`config.mk`:
```
export PLATFORM = sky130hd
export DESIGN_NAME = lru_key_value_cache
export DESIGN_NICKNAME = d
export VERILOG_FILES = /design/src/hw/rtl/lkvc_pkg.sv /design/src/hw/rtl/lkvc_cell.sv /design/src/hw/rtl/lru_key_value_cache.sv
export SDC_FILE = /design/constraint.sdc
export NUM_CORES = 1
export LEC_CHECK = 0
export BUFFER_PORTS_ARGS = -buffer_cell sky130_fd_sc_hd__buf_2
export CORE_UTILIZATION = 29
export CTS_CLUSTER_DIAMETER = 120
export DETAILED_ROUTE_END_ITERATION = 10
export PLACE_DENSITY = 0.52
export SYNTH_ARGS = -nofsm -noshare
export SYNTH_HDL_FRONTEND = slang
export SYNTH_SLANG_ARGS = --single-unit
export TNS_END_PERCENT = 20
```
`constraint.sdc`:
```
create_clock -name clk -period 8.3 [get_ports clk]
set_clock_uncertainty 0.15 [all_clocks]
set_input_delay 0.415 -clock clk [delete_from_list [all_inputs] [get_ports clk]]
set_output_delay 0.415 -clock clk [all_outputs]
set_load 0.01 [all_outputs]
```
`src/hw/rtl/lkvc_pkg.sv`:
```
// Shared types and constants for the LRU key/value cache.
// Used by lkvc_cell and lru_key_value_cache; depends on nothing else.
package lkvc_pkg;

    localparam int KEY_W = 32;
    localparam int VAL_W = 32;
    localparam int CAP_W = 5;

    localparam int MAX_ENTRIES_DEFAULT = 16;

    localparam logic [CAP_W-1:0] CAP_RESET = 5'd16;

    localparam logic FUNC_GET = 1'b0;
    localparam logic FUNC_PUT = 1'b1;

    // strobes broadcast from the sequencer to every cell
    typedef struct packed {
        logic match_en;   // register key compare and LRU compare
        logic update_en;  // apply the operation to the row
        logic is_put;
        logic hit;        // some cell matched the key
        logic evict;      // put miss replaces the least recent entry
    } lkvc_ctl_t;

    // hit and read data rippling down the row
    typedef struct packed {
        logic             hit;
        logic [VAL_W-1:0] value;
    } lkvc_link_t;

    // per-cell status for checking
    typedef struct packed {
        logic matched;
        logic valid;
    } lkvc_stat_t;

endpackage

```
`src/hw/rtl/lkvc_cell.sv`:
```
// One cache entry: key, value, valid bit and recency rank.
// Depends on lkvc_pkg; instantiated in a row by lru_key_value_cache.
module lkvc_cell #(
    parameter int MAX_ENTRIES = lkvc_pkg::MAX_ENTRIES_DEFAULT,
    parameter int INDEX       = 0
) (
    input  logic                                   clk,
    input  logic                                   rst_n,
    input  lkvc_pkg::lkvc_ctl_t                    ctl,
    input  logic [lkvc_pkg::KEY_W-1:0]             req_key,
    input  logic [lkvc_pkg::VAL_W-1:0]             req_value,
    input  logic [$clog2(MAX_ENTRIES+1)-1:0]       count,
    input  logic [((MAX_ENTRIES > 1) ? $clog2(MAX_ENTRIES) : 1)-1:0] lru_rank,
    input  logic [((MAX_ENTRIES > 1) ? $clog2(MAX_ENTRIES) : 1)-1:0] hit_rank,
    input  lkvc_pkg::lkvc_link_t                   link_in,
    input  logic [((MAX_ENTRIES > 1) ? $clog2(MAX_ENTRIES) : 1)-1:0] rank_in,
    output lkvc_pkg::lkvc_link_t                   link_out,
    output logic [((MAX_ENTRIES > 1) ? $clog2(MAX_ENTRIES) : 1)-1:0] rank_out,
    output lkvc_pkg::lkvc_stat_t                   stat
);

    localparam int RW = (MAX_ENTRIES > 1) ? $clog2(MAX_ENTRIES) : 1;
    localparam int CW = $clog2(MAX_ENTRIES + 1);
    localparam logic [CW-1:0] SlotIdx = CW'(INDEX);

    logic [lkvc_pkg::KEY_W-1:0] key_reg;
    logic [lkvc_pkg::VAL_W-1:0] value_reg;
    logic                       valid_reg;
    logic [RW-1:0]              rank_reg;
    logic                       match_reg;
    logic                       lru_reg;

    logic target;
    logic touched;
    logic age;

    // put miss: either the least recent entry or the first free slot
    // (slots fill from zero upwards and are never freed)
    assign target  = ctl.is_put && !ctl.hit && (ctl.evict ? lru_reg : (SlotIdx == count));
    assign touched = (ctl.hit && match_reg) || target;
    assign age     = valid_reg && !touched &&
                     ((ctl.hit && (rank_reg < hit_rank)) || (!ctl.hit && ctl.is_put));

    always_ff @(posedge clk or negedge rst_n)
    begin
        if (!rst_n)
        begin
            valid_reg <= 1'b0;
            rank_reg  <= '0;
            match_reg <= 1'b0;
            lru_reg   <= 1'b0;
        end
        else
        begin
            if (ctl.match_en)
            begin
                match_reg <= valid_reg && (key_reg == req_key);
                lru_reg   <= valid_reg && (rank_reg == lru_rank);
            end
            if (ctl.update_en)
            begin
                if (touched)
                    rank_reg <= '0;
                else if (age)
                    rank_reg <= rank_reg + RW'(1);
                if (target)
                    valid_reg <= 1'b1;
            end
        end
    end

    always_ff @(posedge clk)
    begin
        if (ctl.update_en)
        begin
            if (target)
                key_reg <= req_key;
            if (target || (ctl.is_put && ctl.hit && match_reg))
                value_reg <= req_value;
        end
    end

    assign link_out.hit   = link_in.hit | match_reg;
    assign link_out.value = link_in.value | (match_reg ? value_reg : '0);
    assign rank_out       = rank_in | (match_reg ? rank_reg : '0);

    assign stat.matched = match_reg;
    assign stat.valid   = valid_reg;

endmodule

```
`src/hw/rtl/lru_key_value_cache.sv`:
```
// Top level of the LRU key/value cache: sequencer, capacity register, result register.
// Depends on lkvc_pkg and lkvc_cell.
//
// Fully associative key/value store, least-recently-used replacement.
// Request channel (in_valid/in_ready): func (get or put), lookup_key, write_value.
// Result channel (out_valid/out_ready): found, read_value; one result beat per
// request beat, in order. read_value is the stored value on a get hit, else zero.
// Config channel (cfg_valid/cfg_ready/cfg_data): capacity_in_use; the user must write
// it only while idle, which the block does not enforce; always ready. Zero acts as
// one, values above MAX_ENTRIES as MAX_ENTRIES. Timing: a request passes a match
// state, in which every cell compares its key and recency rank in parallel, then an
// update state, in which the row updates and the result is registered. A new request
// can be taken in the update cycle of the one before. The hit/read-data ripple through
// the row of MAX_ENTRIES cells sets the update path.
// Reset empties the cache and sets capacity to 16; no clearing pass is needed.
// If the result register is still held by a stalled receiver, the update cycle
// waits, and no new request is taken until it goes ahead.
module lru_key_value_cache #(
    parameter int MAX_ENTRIES = lkvc_pkg::MAX_ENTRIES_DEFAULT
) (
    input  logic                              clk,
    input  logic                              rst_n,
    input  logic                              in_valid,
    output logic                              in_ready,
    input  logic                              func,
    input  logic signed [lkvc_pkg::KEY_W-1:0] lookup_key,
    input  logic signed [lkvc_pkg::VAL_W-1:0] write_value,
    output logic                              out_valid,
    input  logic                              out_ready,
    output logic                              found,
    output logic signed [lkvc_pkg::VAL_W-1:0] read_value,
    input  logic                              cfg_valid,
    output logic                              cfg_ready,
    input  logic [lkvc_pkg::CAP_W-1:0]        cfg_data
);

    localparam int RW = (MAX_ENTRIES > 1) ? $clog2(MAX_ENTRIES) : 1;
    localparam int CW = $clog2(MAX_ENTRIES + 1);
    localparam int EW = (CW > lkvc_pkg::CAP_W) ? CW : lkvc_pkg::CAP_W;
    localparam logic [EW-1:0] MaxE = EW'(MAX_ENTRIES);

    localparam logic [1:0] ST_IDLE   = 2'd0;
    localparam logic [1:0] ST_MATCH  = 2'd1;
    localparam logic [1:0] ST_UPDATE = 2'd2;

    logic [1:0]                   state_reg, state_next;
    logic [lkvc_pkg::CAP_W-1:0]   cap_reg;
    logic [CW-1:0]                count_reg;
    logic                         put_reg;
    logic [lkvc_pkg::KEY_W-1:0]   key_reg;
    logic [lkvc_pkg::VAL_W-1:0]   wval_reg;
    logic                         out_valid_reg;
    logic                         found_reg;
    logic [lkvc_pkg::VAL_W-1:0]   rval_reg;

    logic                         out_free;
    logic                         in_acc;
    logic                         do_update;
    logic [EW-1:0]                cap_ext;
    logic [EW-1:0]                eff_cap;
    logic                         evict;
    logic [RW-1:0]                lru_rank;
    lkvc_pkg::lkvc_ctl_t          ctl;

    lkvc_pkg::lkvc_link_t         link [MAX_ENTRIES+1];
    logic [RW-1:0]                rank_link [MAX_ENTRIES+1];
    lkvc_pkg::lkvc_stat_t         stat [MAX_ENTRIES];
    logic [MAX_ENTRIES-1:0]       match_vec;
    logic [MAX_ENTRIES-1:0]       valid_vec;

    assign out_free  = !out_valid_reg || out_ready;
    assign in_ready  = (state_reg == ST_IDLE) || ((state_reg == ST_UPDATE) && out_free);
    assign in_acc    = in_valid && in_ready;
    assign do_update = (state_reg == ST_UPDATE) && out_free;
    assign cfg_ready = 1'b1;

    always_comb
    begin
        cap_ext = EW'(cap_reg);
        if (cap_ext == '0)
            eff_cap = EW'(1);
        else if (cap_ext > MaxE)
            eff_cap = MaxE;
        else
            eff_cap = cap_ext;
    end

    assign evict    = EW'(count_reg) >= eff_cap;
    assign lru_rank = RW'(count_reg - CW'(1));

    assign ctl.match_en  = (state_reg == ST_MATCH);
    assign ctl.update_en = do_update;
    assign ctl.is_put    = put_reg;
    assign ctl.hit       = link[MAX_ENTRIES].hit;
    assign ctl.evict     = evict;

    assign link[0].hit    = 1'b0;
    assign link[0].value  = '0;
    assign rank_link[0]   = '0;

    for (genvar i = 0; i < MAX_ENTRIES; i++)
    begin : g_cell
        lkvc_cell #(
            .MAX_ENTRIES (MAX_ENTRIES),
            .INDEX       (i)
        ) u_cell (
            .clk       (clk),
            .rst_n     (rst_n),
            .ctl       (ctl),
            .req_key   (key_reg),
            .req_value (wval_reg),
            .count     (count_reg),
            .lru_rank  (lru_rank),
            .hit_rank  (rank_link[MAX_ENTRIES]),
            .link_in   (link[i]),
            .rank_in   (rank_link[i]),
            .link_out  (link[i+1]),
            .rank_out  (rank_link[i+1]),
            .stat      (stat[i])
        );
        assign match_vec[i] = stat[i].matched;
        assign valid_vec[i] = stat[i].valid;
    end

    always_comb
    begin
        state_next = state_reg;
        unique case (state_reg)
            ST_IDLE:
            begin
                if (in_acc)
                    state_next = ST_MATCH;
            end
            ST_MATCH:
            begin
                state_next = ST_UPDATE;
            end
            ST_UPDATE:
            begin
                if (out_free)
                    state_next = in_acc ? ST_MATCH : ST_IDLE;
            end
            default:
            begin
                state_next = ST_IDLE;
            end
        endcase
    end

    always_ff @(posedge clk or negedge rst_n)
    begin
        if (!rst_n)
        begin
            state_reg     <= ST_IDLE;
            cap_reg       <= lkvc_pkg::CAP_RESET;
            count_reg     <= '0;
            out_valid_reg <= 1'b0;
        end
        else
        begin
            state_reg <= state_next;
            if (cfg_valid)
                cap_reg <= cfg_data;
            if (do_update && put_reg && !ctl.hit && !evict)
                count_reg <= count_reg + CW'(1);
            if (do_update)
                out_valid_reg <= 1'b1;
            else if (out_ready)
                out_valid_reg <= 1'b0;
        end
    end

    always_ff @(posedge clk)
    begin
        if (in_acc)
        begin
            put_reg  <= func;
            key_reg  <= lookup_key;
            wval_reg <= write_value;
        end
        if (do_update)
        begin
            found_reg <= ctl.hit;
            rval_reg  <= (ctl.hit && (put_reg == lkvc_pkg::FUNC_GET)) ?
                         link[MAX_ENTRIES].value : '0;
        end
    end

    assign out_valid  = out_valid_reg;
    assign found      = found_reg;
    assign read_value = rval_reg;

    // keys held in valid cells are unique
    a_one_match: assert property (@(posedge clk) disable iff (!rst_n)
        $onehot0(match_vec))
        else $error("more than one cell matched the key");

    // cells fill from slot zero and are never freed
    a_fill_count: assert property (@(posedge clk) disable iff (!rst_n)
        $countones(valid_vec) == int'(count_reg))
        else $error("valid cells disagree with the fill count");

    a_count_max: assert property (@(posedge clk) disable iff (!rst_n)
        int'(count_reg) <= MAX_ENTRIES)
        else $error("fill count above the number of cells");

    // a result beat only follows an update cycle
    a_out_after_update: assert property (@(posedge clk) disable iff (!rst_n)
        $rose(out_valid_reg) |-> $past(state_reg == ST_UPDATE))
        else $error("result raised outside an update cycle");

endmodule

```
==> results of run 1 <==
## metal layers
| layer | global-route usage (%) | share of wire, % | vias up | wire length [µm] |
|---|---|---|---|---|
| li1 | - | - | 12900 | - |
| met1 | 22.6 | 45 | 15200 | 66800 |
| met2 | 26.8 | 48 | 811 | 70300 |
| met3 | 2.51 | 4.7 | 193 | 6900 |
| met4 | 4.41 | 2.2 | 0 | 3260 |
| met5 | 0 | 0 | - | 0 |
## per-stage QoR
| stage | setup WS, ns | utilization (%) |
|---|---|---|
| final | 2.89 | 34.4 |
| after global routing | 2.70 | 34.4 |
| after CTS | 2.84 | 34.4 |
| after detailed placement | 2.83 | 31.3 |
| after global placement | 2.89 | 31.3 |
| after floorplan | 2.17 | - |
## cells by family after synthesis
kind of cell    after synthesis  share of synthesized area, %
mux                          23                         0.478
other cells                   1                       0.00734
simple gates                544                          5.84
buf+inv                     205                          1.68
compound gates              534                          8.44
fa+ha+maj                    43                          1.05
xor+xnor                    607                          10.4
flops                      1247                          72.1
## layout by cell type (no fill, tap or decap), drive strengths merged, types with 8 or more instances in the layout
cell type,instances
a21o,20
a21oi,29
a221oi,104
a22o,118
a22oi,89
a31oi,33
a32o,16
and2,24
and3,36
buf,203
bufinv,12
clkbuf,174
clkinv,53
dfrtp,124
dlygate4sd3,76
edfxtp,1122
ha,43
inv,28
mux2,11
mux2i,12
nand2,106
nand2b,13
nand3,45
nand4,93
nand4b,14
nor2,55
nor3,42
nor4,72
o211ai,11
o21a,8
o21ai,28
o22ai,13
or2,20
or3,9
xnor2,383
xor2,224
## timing repair
item,in CTS,in global routing
buffers inserted,0,0
resized for setup,0,0
hold buffers,76,0
hold endpoints to repair,147,0
## power by group
part / internal (mW) / leakage, nW / total (mW) / switching, mW
Combinational: 0.551 / 5.33 / 1.42 / 0.871
Clock: 3.57 / 2.25 / 6.19 / 2.63
Sequential: 7.05 / 11.7 / 7.33 / 0.278
Total: 11.2 / 19.3 / 14.9 / 3.78
## critical path, stage by stage (launching register included)
cell	delay, ns
dfrtp_2	0.38
buf_4	0.35
nor4_1	0.39
and4_4	0.50
inv_1	0.26
nor2_2	0.20
nand2_1	0.61
nor2_4	1.04
a21o_2	0.74
buf_4	0.41
## area by class of cell
class / instances / share of cell area (%)
Antenna cell: 1 / 0.00417
Clock buffer: 174 / 6.12
Clock inverter: 74 / 1.57
Inverter: 20 / 0.125
Multi-Input combinational cell: 1752 / 22.6
Sequential cell: 1247 / 61.4
Tap cell: 2325 / 4.85
Timing Repair Buffer: 279 / 3.36
## worst max-delay path by stage
stage | startpoint | endpoint | slack, ns
2_1_floorplan | count_reg[0]$_DFFE_PN0P_ | g_cell[12].u_cell.value_reg[0]$_DFFE_PP_ | 2.17
3_3_place_gp | g_cell[7].u_cell.match_reg$_DFFE_PN0N_ | g_cell[9].u_cell.value_reg[2]$_DFFE_PP_ | 2.89
3_5_place_dp | g_cell[7].u_cell.match_reg$_DFFE_PN0N_ | g_cell[9].u_cell.value_reg[2]$_DFFE_PP_ | 2.83
4_1_cts | g_cell[7].u_cell.match_reg$_DFFE_PN0N_ | g_cell[9].u_cell.value_reg[26]$_DFFE_PP_ | 2.84
5_1_grt | g_cell[7].u_cell.match_reg$_DFFE_PN0N_ | g_cell[9].u_cell.value_reg[15]$_DFFE_PP_ | 2.70
6_report | g_cell[7].u_cell.match_reg$_DFFE_PN0N_ | g_cell[9].u_cell.value_reg[15]$_DFFE_PP_ | 2.89
==> impl_metrics.csv, run 1 <==
group,metric,value,unit
power_and_ir_drop,p_leak,19.3,nW
timing,setup_viol,0,
route,firstDrtPassIters,5,
timing,post-route-min-period,5.41,ns
placed_design,gp_congestion,0.799,
yosys,synth-seq-cells,1247,
global_route,grt_pass1_vias,29200,
layout,multi_input_area,13500,µm²
worst_setup_path,r2r_start,"g_cell[7].u_cell.match_reg$_DFFE_PN0N_",
layout,instances_no_fill,5872,
power_and_ir_drop,p_total,14.9,mW
floorplan,core-area,174000,µm²
timing,hold_slack,0.181,ns
timing,setup_tns,0,ns
power_and_ir_drop,vdd_drop_max,0.201,mV
yosys,synth_ff_type,"edfxtp_1",
worst_setup_path,worstSetupEndpointType,"flip-flop",
yosys,seq_area_frac_synth,72.1,%
power_and_ir_drop,p_per_area,249,nW/µm²
floorplan,num_rows,153,
placed_design,post_dp_cell_area,54600,µm²
floorplan,die_area,178000,µm²
yosys,synth_area_leaders,"edfxtp_1 (66%), xnor2_1 (6.6%), dfrtp_1 (6.1%)",
clocking,cts_made_buffers,139,
yosys,syn_area,51100,µm²
route,via_per_inst,4.95,
timing,tightest_slew,1.21,ns
yosys,synth_common_cells,"edfxtp_1 (1122), xnor2_1 (383), xor2_1 (224)",
timing,max-slew-margin-rel,19.4,%
global_route,antenna_found_initial,0,
layout,syn_to_final_growth,17.5,%
global_route,grt_max_degree,76,
floorplan,die_width,422,µm
yosys,yosys_warnings,0,
yosys,yosys.area.top_type,"edfxtp_1",
route,detail_route.iter0.violations,2562,
timing,slew_violations,0,
layout,nets,3557,
worst_setup_path,crit_path_max_fanout,41,
layout,seqCellArea,36800,µm²
clocking,cts_tree,"done",
placed_design,dp_hpwl,82200,µm
clocking,cts_num_sinks,1247,
yosys,synth_fp_nets,3322,
floorplan,die_h,422,µm
worst_setup_path,r2r_setup_slack,2.89,ns
global_route,grt_usage,16.4,%
global_route,gr-total-overflow,0,
clocking,htreeDepth,4,
floorplan,start_util,29.3,%
route,vias,29100,
yosys,avgSynthCellArea,15.9,µm²
worst_setup_path,regToRegEndpoint,"g_cell[9].u_cell.value_reg[15]$_DFFE_PP_",
timing,hold_viol_final,0,
worst_setup_path,r2r_cells,9,
yosys,yosysMostFrequentCell,"edfxtp_1",
yosys,ys_types,79,
layout,postLayoutCellArea,60000,µm²
yosys,syn_inst,3204,
global_route,grt_pass1_wl,213000,µm
worst_hold_path,min_path_type,"input port to async pin",
layout,drive_above_1_share,14.4,%
timing,post-route-period-util,65.2,%
placed_design,port_buffers,109,
timing,max_freq,185,MHz
route,wire_per_inst,25.1,µm
yosys,synthArstFlopShare,10.0,%
clocking,insertion_delay,0.79,ns
clocking,cts_max_path_buffers,3,
route,ant_nets,0,
worst_setup_path,crit_required,8.61,ns
route,wirelength,147000,µm
floorplan,io_pins,111,
worst_setup_path,crit_path_start_kind,"flip-flop",
clocking,clkTransAtPathRegs,0.06,ns
yosys,synth_edf_count,1122,
worst_setup_path,setup.worst_path.class,"flip-flop to flip-flop",
placed_design,dp_cells,5547,
layout,n_fill_cell,16600,
route,drc,0,
outcome,status,"finished clean",
yosys,synth_top_area_share,66.0,%
worst_setup_path,worst_ep_arrival_time,5.72,ns
job,cap_violations,0,
timing,rsz0062_at_grt,"no",
clocking,root_buffer,"clkbuf_16",
(Power assumes the default switching activity.)
==> run 2, diff against run 1 <==
--- a/config.mk
+++ b/config.mk
@@ -9,7 +9,7 @@
 export CORE_UTILIZATION = 29
 export CTS_CLUSTER_DIAMETER = 120
 export DETAILED_ROUTE_END_ITERATION = 10
-export PLACE_DENSITY = 0.52
+export PLACE_DENSITY = 0.54
 export SYNTH_ARGS = -nofsm -noshare
 export SYNTH_HDL_FRONTEND = slang
 export SYNTH_SLANG_ARGS = --single-unit
==> constraint.sdc (replaced) <==
create_clock -name clk -period 4.9 [get_ports clk]
set_clock_uncertainty 0.15 [all_clocks]
set_input_delay 0.245 -clock clk [delete_from_list [all_inputs] [get_ports clk]]
set_output_delay 0.245 -clock clk [all_outputs]
set_load 0.01 [all_outputs]
==> run 2 against run 1 <==
Against the previous run:
- final cell count increased by 1.6%
- via count increased by 1.8%
- routed wire length increased by 1.1%
- count of clock-buffer cells in the layout increased by 3
- core utilization increased by 0.48 points
- sequential share of layout area decreased by 0.84 points
- hold slack got worse by 0.14 ns
- critical path depth increased by 6
- worst setup slack got worse by 2.4 ns
==> impl_metrics.csv, run 2 (synthesis gave the netlist of run 1 again) <==
group,metric,value,unit
worst_setup_path,r2r_start,"cap_ext[1]$_DFFE_PN0P_",
placed_design,port_buffers,109,
clocking,root_buffer,"clkbuf_16",
layout,postLayoutCellArea,60800,µm²
floorplan,io_pins,111,
worst_setup_path,crit_top_cell,"buf_4",
placed_design,dp_cells,5593,
global_route,grt_max_degree,88,
global_route,gr-total-overflow,0,
clocking,htreeDepth,4,
timing,slew_violations,0,
layout,syn_to_final_growth,19.1,%
layout,n_fill_cell,16600,
floorplan,die_h,422,µm
timing,tightest_slew,1.28,ns
worst_setup_path,setup.worst_path.class,"flip-flop to flip-flop",
timing,hold_slack,0.0446,ns
worst_setup_path,crit_path_start_kind,"flip-flop",
placed_design,dp_hpwl,88000,µm
worst_setup_path,cpPeakStageDelay,0.50,ns
route,wirelength,149000,µm
placed_design,post_dp_cell_area,55100,µm²
worst_setup_path,slowest_stage,"buf_4",
worst_setup_path,crit_path_max_fanout,32,
clocking,cts_num_sinks,1247,
clocking,clkTransAtPathRegs,0.06,ns
worst_hold_path,min_path_type,"input port to flip-flop",
layout,nets,3651,
job,cap_violations,0,
timing,post-route-period-util,89.0,%
clocking,cts_setup_buffers,0,
route,ant_nets,0,
floorplan,die_width,422,µm
timing,setup_tns,0,ns
worst_setup_path,crit_start,"cap_ext[1]$_DFFE_PN0P_",
route,detail_route.iter0.violations,2709,
timing,rsz0062_at_grt,"no",
power_and_ir_drop,p_per_area,414,nW/µm²
route,wire_per_inst,24.9,µm
power_and_ir_drop,p_total,25.2,mW
layout,instances_no_fill,5965,
route,firstDrtPassIters,5,
clocking,cts_made_buffers,134,
timing,max_freq,229,MHz
power_and_ir_drop,p_leak,19.7,nW
timing,post-route-min-period,4.36,ns
placed_design,dp_slack,0.602,ns
worst_setup_path,worstSetupEndpointType,"flip-flop",
floorplan,start_util,29.3,%
layout,final_common_cell,"edfxtp_1",
global_route,grt_pass1_wl,214000,µm
layout,drive_above_1_share,14.9,%
layout,final_core_util,34.9,%
placed_design,gp_congestion,0.837,
route,drc,0,
route,vias,29600,
worst_setup_path,crit_required,5.15,ns
clocking,cts_tree,"done",
clocking,insertion_delay,0.78,ns
outcome,status,"finished clean",
global_route,grt_usage,16.5,%
global_route,antenna_found_initial,1,
layout,mostFrequentLayoutCells,"edfxtp_1 (1122), xnor2_1 (382), xor2_1 (223)",
power_and_ir_drop,vdd_drop_max,0.361,mV
floorplan,die_area,178000,µm²
timing,hold_viol_final,0,
worst_hold_path,min_from,"lookup_key[28]",
timing,fin_ws,0.541,ns
worst_setup_path,worstPathCellList,"nor3_1 -> nor2_1 -> nor2_1 -> ha_1 -> nand2b_1 -> a21o_1 -> a21oi_2 -> o21ai_2 -> buf_4 -> buf_4 -> nor4_1 -> a21oi_1 -> nor2_4 -> a21o_2 -> buf_4",
global_route,grt_pass1_vias,29400,
clocking,cts_max_path_buffers,3,
worst_setup_path,worst_ep_arrival_time,4.61,ns
route,via_per_inst,4.96,
floorplan,num_rows,153,
timing,setup_viol,0,
timing,max-slew-margin-rel,14.5,%
floorplan,core-area,174000,µm²
==> run 2: cell types whose count changed in the layout (fill, tap and decap cells not counted), moves of 2 or more <==
cell           before  now
inv_6               4    1
buf_12              0   10
buf_4              94  130
inv_16              3    5
clkinv_2           29   17
clkinv_8            2    4
clkinv_16           8    4
clkbuf_16         139  135
clkbuf_8            6   10
clkinv_1           14   21
dlygate4sd3_1      76  129
clkbuf_1           29   32
==> run 2: where the power goes <==
part	leakage [nW]	switching (mW)	internal (mW)
Clock	2.16	4.32	5.88
Sequential	11.7	0.516	11.9
Combinational	5.82	1.51	1.02
==> run 2: path summary, 6_finish.rpt <==
check / slack (ns) / end / cells past startpoint
worst min register to register: 0.34 / g_cell[6].u_cell.lru_reg$_DFFE_PN0N_ / 1
min in group asynchronous: 0.09 / cap_ext[0]$_DFFE_PN0P_ / 2
worst max-delay path: 0.54 / g_cell[0].u_cell.value_reg[12]$_DFFE_PP_ / 15
worst max register to register: 0.54 / g_cell[0].u_cell.value_reg[12]$_DFFE_PP_ / 15
max in group asynchronous: 3.34 / g_cell[11].u_cell.match_reg$_DFFE_PN0N_ / 3
worst min-delay path: 0.04 / key_reg[28]$_DFFE_PP_ / 2
==> run 2: cell type report <==
class / instances / area [µm²] / area share, %
flip-flops and latches: 1247 / 36800 / 60.6
multi-input cells: 1752 / 13500 / 22.3
clock buffers: 177 / 3640 / 5.98
repair buffers: 378 / 3020 / 4.96
well taps: 2325 / 2910 / 4.78
clock inverters: 65 / 805 / 1.32
inverters: 20 / 75.1 / 0.123
diodes: 1 / 2.50 / 0.00411
==> run 2: worst max-delay path: cells and delay by family (launching register included) <==
kind                     cells  cell delay (ns)
AO/OA/AOI/OAI                5             0.97
adder cells (fa/ha/maj)      1             0.23
buffers and inverters        3             0.96
flip-flops                   1             0.40
AND/OR/NAND/NOR              6             1.26
==> run 2: per-layer routing <==
metal  part of all wire, %  track usage (%)
met5                     0                0
met4                   2.9             5.27
met3                   5.3             2.76
met1                    44             22.2
met2                    48             27.2
==> run 2: what timing repair did <==
action,in CTS,in global routing
resized for setup,0,0
hold buffers,129,0
hold endpoints to repair,190,0
endpoints found under the setup margin,0,0
==> run 3, diff against run 2 <==
--- a/config.mk
+++ b/config.mk
@@ -5,7 +5,7 @@
 export SDC_FILE = /design/constraint.sdc
 export NUM_CORES = 1
 export LEC_CHECK = 0
-export BUFFER_PORTS_ARGS = -buffer_cell sky130_fd_sc_hd__buf_2
+export BUFFER_PORTS_ARGS = -buffer_cell sky130_fd_sc_hd__buf_4
 export CORE_UTILIZATION = 29
 export CTS_CLUSTER_DIAMETER = 120
 export DETAILED_ROUTE_END_ITERATION = 10
==> run 3 against run 2 <==
Against the previous run:
- routed wire length rose by 0.18%
- register-to-register slack improved by 0.23 ns
- worst setup slack improved by 0.23 ns
- non-clock buffer count fell by 12
- core utilization fell by 0.094 points
- highest routed layer is now met5
==> impl_metrics.csv, run 3 (synthesis gave the netlist of run 1 again) <==
group,metric,value,unit
route,via_per_inst,4.99,
power_and_ir_drop,vdd_drop_max,0.345,mV
clocking,root_buffer,"clkbuf_16",
job,cap_violations,0,
placed_design,gp_congestion,0.852,
floorplan,die_area,178000,µm²
clocking,postCtsHoldBufs,114,
route,wirelength,149000,µm
clocking,cts_tree,"done",
timing,post-route-min-period,4.13,ns
global_route,grt_max_degree,48,
clocking,cts_setup_buffers,0,
route,firstDrtPassIters,5,
global_route,grt_pass1_vias,29900,
layout,seqCellArea,36800,µm²
floorplan,die_h,422,µm
layout,n_fill_cell,16600,
route,wire_per_inst,25.0,µm
worst_hold_path,min_path_type,"input port to flip-flop",
layout,postLayoutCellArea,60700,µm²
floorplan,core-area,174000,µm²
layout,drive_above_1_share,14.7,%
global_route,antenna_found_initial,2,
global_route,grt_pass1_wl,216000,µm
layout,final_core_util,34.8,%
worst_setup_path,worst_ep_arrival_time,4.46,ns
worst_setup_path,crit_path_start_kind,"flip-flop",
timing,rsz0062_at_grt,"no",
floorplan,die_width,422,µm
route,drc,0,
placed_design,post_dp_cell_area,55400,µm²
worst_setup_path,setup.worst_path.class,"flip-flop to flip-flop",
worst_setup_path,cp_num_buf_inv,3,
worst_setup_path,cp_top_family,"compound AO/OA/AOI/OAI gates",
worst_setup_path,worstPathCellList,"nor3_1 -> nor2_1 -> nor2_1 -> ha_1 -> nand2b_1 -> a21o_1 -> a21oi_2 -> o21ai_2 -> buf_4 -> buf_4 -> nor2_1 -> a21oi_1 -> nor2_4 -> a21o_2 -> buf_4",
layout,multi_input_area,13500,µm²
global_route,grt_usage,16.6,%
layout,final_common_cell,"edfxtp_1",
placed_design,port_buffers,109,
timing,hold_viol_final,0,
timing,post-route-period-util,84.3,%
floorplan,start_util,29.3,%
route,ant_nets,0,
worst_setup_path,crit_path_max_fanout,19,
floorplan,io_pins,111,
layout,syn_to_final_growth,18.8,%
worst_setup_path,cpPeakStageDelay,0.61,ns
global_route,gr-total-overflow,0,
timing,max-slew-margin-rel,18.4,%
worst_setup_path,slowest_stage,"a21o_2",
clocking,cts_made_buffers,134,
power_and_ir_drop,p_per_area,405,nW/µm²
clocking,cts_resized,0,
timing,tightest_slew,1.22,ns
floorplan,num_rows,153,
timing,setup_viol,0,
timing,slew_violations,0,
worst_setup_path,crit_required,5.23,ns
outcome,status,"finished clean",
timing,max_freq,242,MHz
layout,mostFrequentLayoutCells,"edfxtp_1 (1122), xnor2_1 (382), buf_4 (239)",
power_and_ir_drop,p_leak,19.6,nW
clocking,insertion_delay,0.78,ns
clocking,cts_num_sinks,1247,
clocking,htreeDepth,4,
worst_setup_path,worstSetupEndpointType,"flip-flop",
placed_design,dp_hpwl,87400,µm
route,detail_route.iter0.violations,2606,
layout,nets,3639,
clocking,clkTransAtPathRegs,0.06,ns
route,vias,29700,
clocking,cts_max_path_buffers,3,
[run 3: area by class of cell]
class | instances | share of cell area, %
well taps | 2325 | 4.80
clock inverters | 60 | 0.841
inverters | 20 | 0.124
flip-flops and latches | 1247 | 60.7
diodes | 2 | 0.00825
multi-input cells | 1752 | 22.3
clock buffers | 183 | 5.90
repair buffers | 366 | 5.28
[run 3: layer usage]
layer | part of all wire (%) | global-route usage [%]
met5 | 0.0087 | 0
met4 | 2.6 | 5.25
met3 | 4.9 | 2.65
met2 | 49 | 27.6
met1 | 44 | 22.1
[run 3: final timing paths]
path	start	depth (start not counted)	to	slack [ns]
hold reg to reg	g_cell[6].u_cell.lru_reg$_DFFE_PN0N_	1	g_cell[6].u_cell.lru_reg$_DFFE_PN0N_	0.35
min in group asynchronous	rst_n	3	g_cell[1].u_cell.rank_reg[2]$_DFFE_PN0P_	0.37
max in group asynchronous	rst_n	4	g_cell[5].u_cell.match_reg$_DFFE_PN0N_	3.37
setup / recovery	cap_ext[1]$_DFFE_PN0P_	15	g_cell[9].u_cell.value_reg[4]$_DFFE_PP_	0.77
setup reg to reg	cap_ext[1]$_DFFE_PN0P_	15	g_cell[9].u_cell.value_reg[4]$_DFFE_PP_	0.77
hold / removal	write_value[27]	2	wval_reg[27]$_DFFE_PP_	0.05
[run 3: stage by stage]
| step | setup TNS, ns | hold WS, ns | cells | setup slack [ns] | power, mW |
|---|---|---|---|---|---|
| global route | 0 | 0.0218 | 5953 | 0.573 | 25.4 |
| CTS | 0 | 0.000289 | 5953 | 0.753 | 24.8 |
| finish | 0 | 0.0486 | 5955 | 0.771 | 24.6 |
| detailed placement | 0 | 0.149 | 5596 | 0.764 | 15.1 |
| global placement | 0 | 0.149 | 5596 | 0.672 | 15.1 |
| floorplan | -33.55 | -0.201 | 3204 | -0.337 | 14.1 |
[run 3: worst reg2reg max path: stages, from the launching register on]
cell,delay (ns)
dfrtp_1,0.39
nor3_1,0.25
nor2_1,0.07
nor2_1,0.10
ha_1,0.23
nand2b_1,0.14
a21o_1,0.20
a21oi_2,0.23
o21ai_2,0.28
buf_4,0.29
buf_4,0.18
nor2_1,0.12
a21oi_1,0.08
nor2_4,0.19
a21o_2,0.61
buf_4,0.32
[run 3: power by group]
| part | internal (mW) | switching, mW |
|---|---|---|
| Combinational | 1.04 | 1.53 |
| Sequential | 11.9 | 0.488 |
| Clock | 5.29 | 4.30 |
| Total | 18.3 | 6.32 |
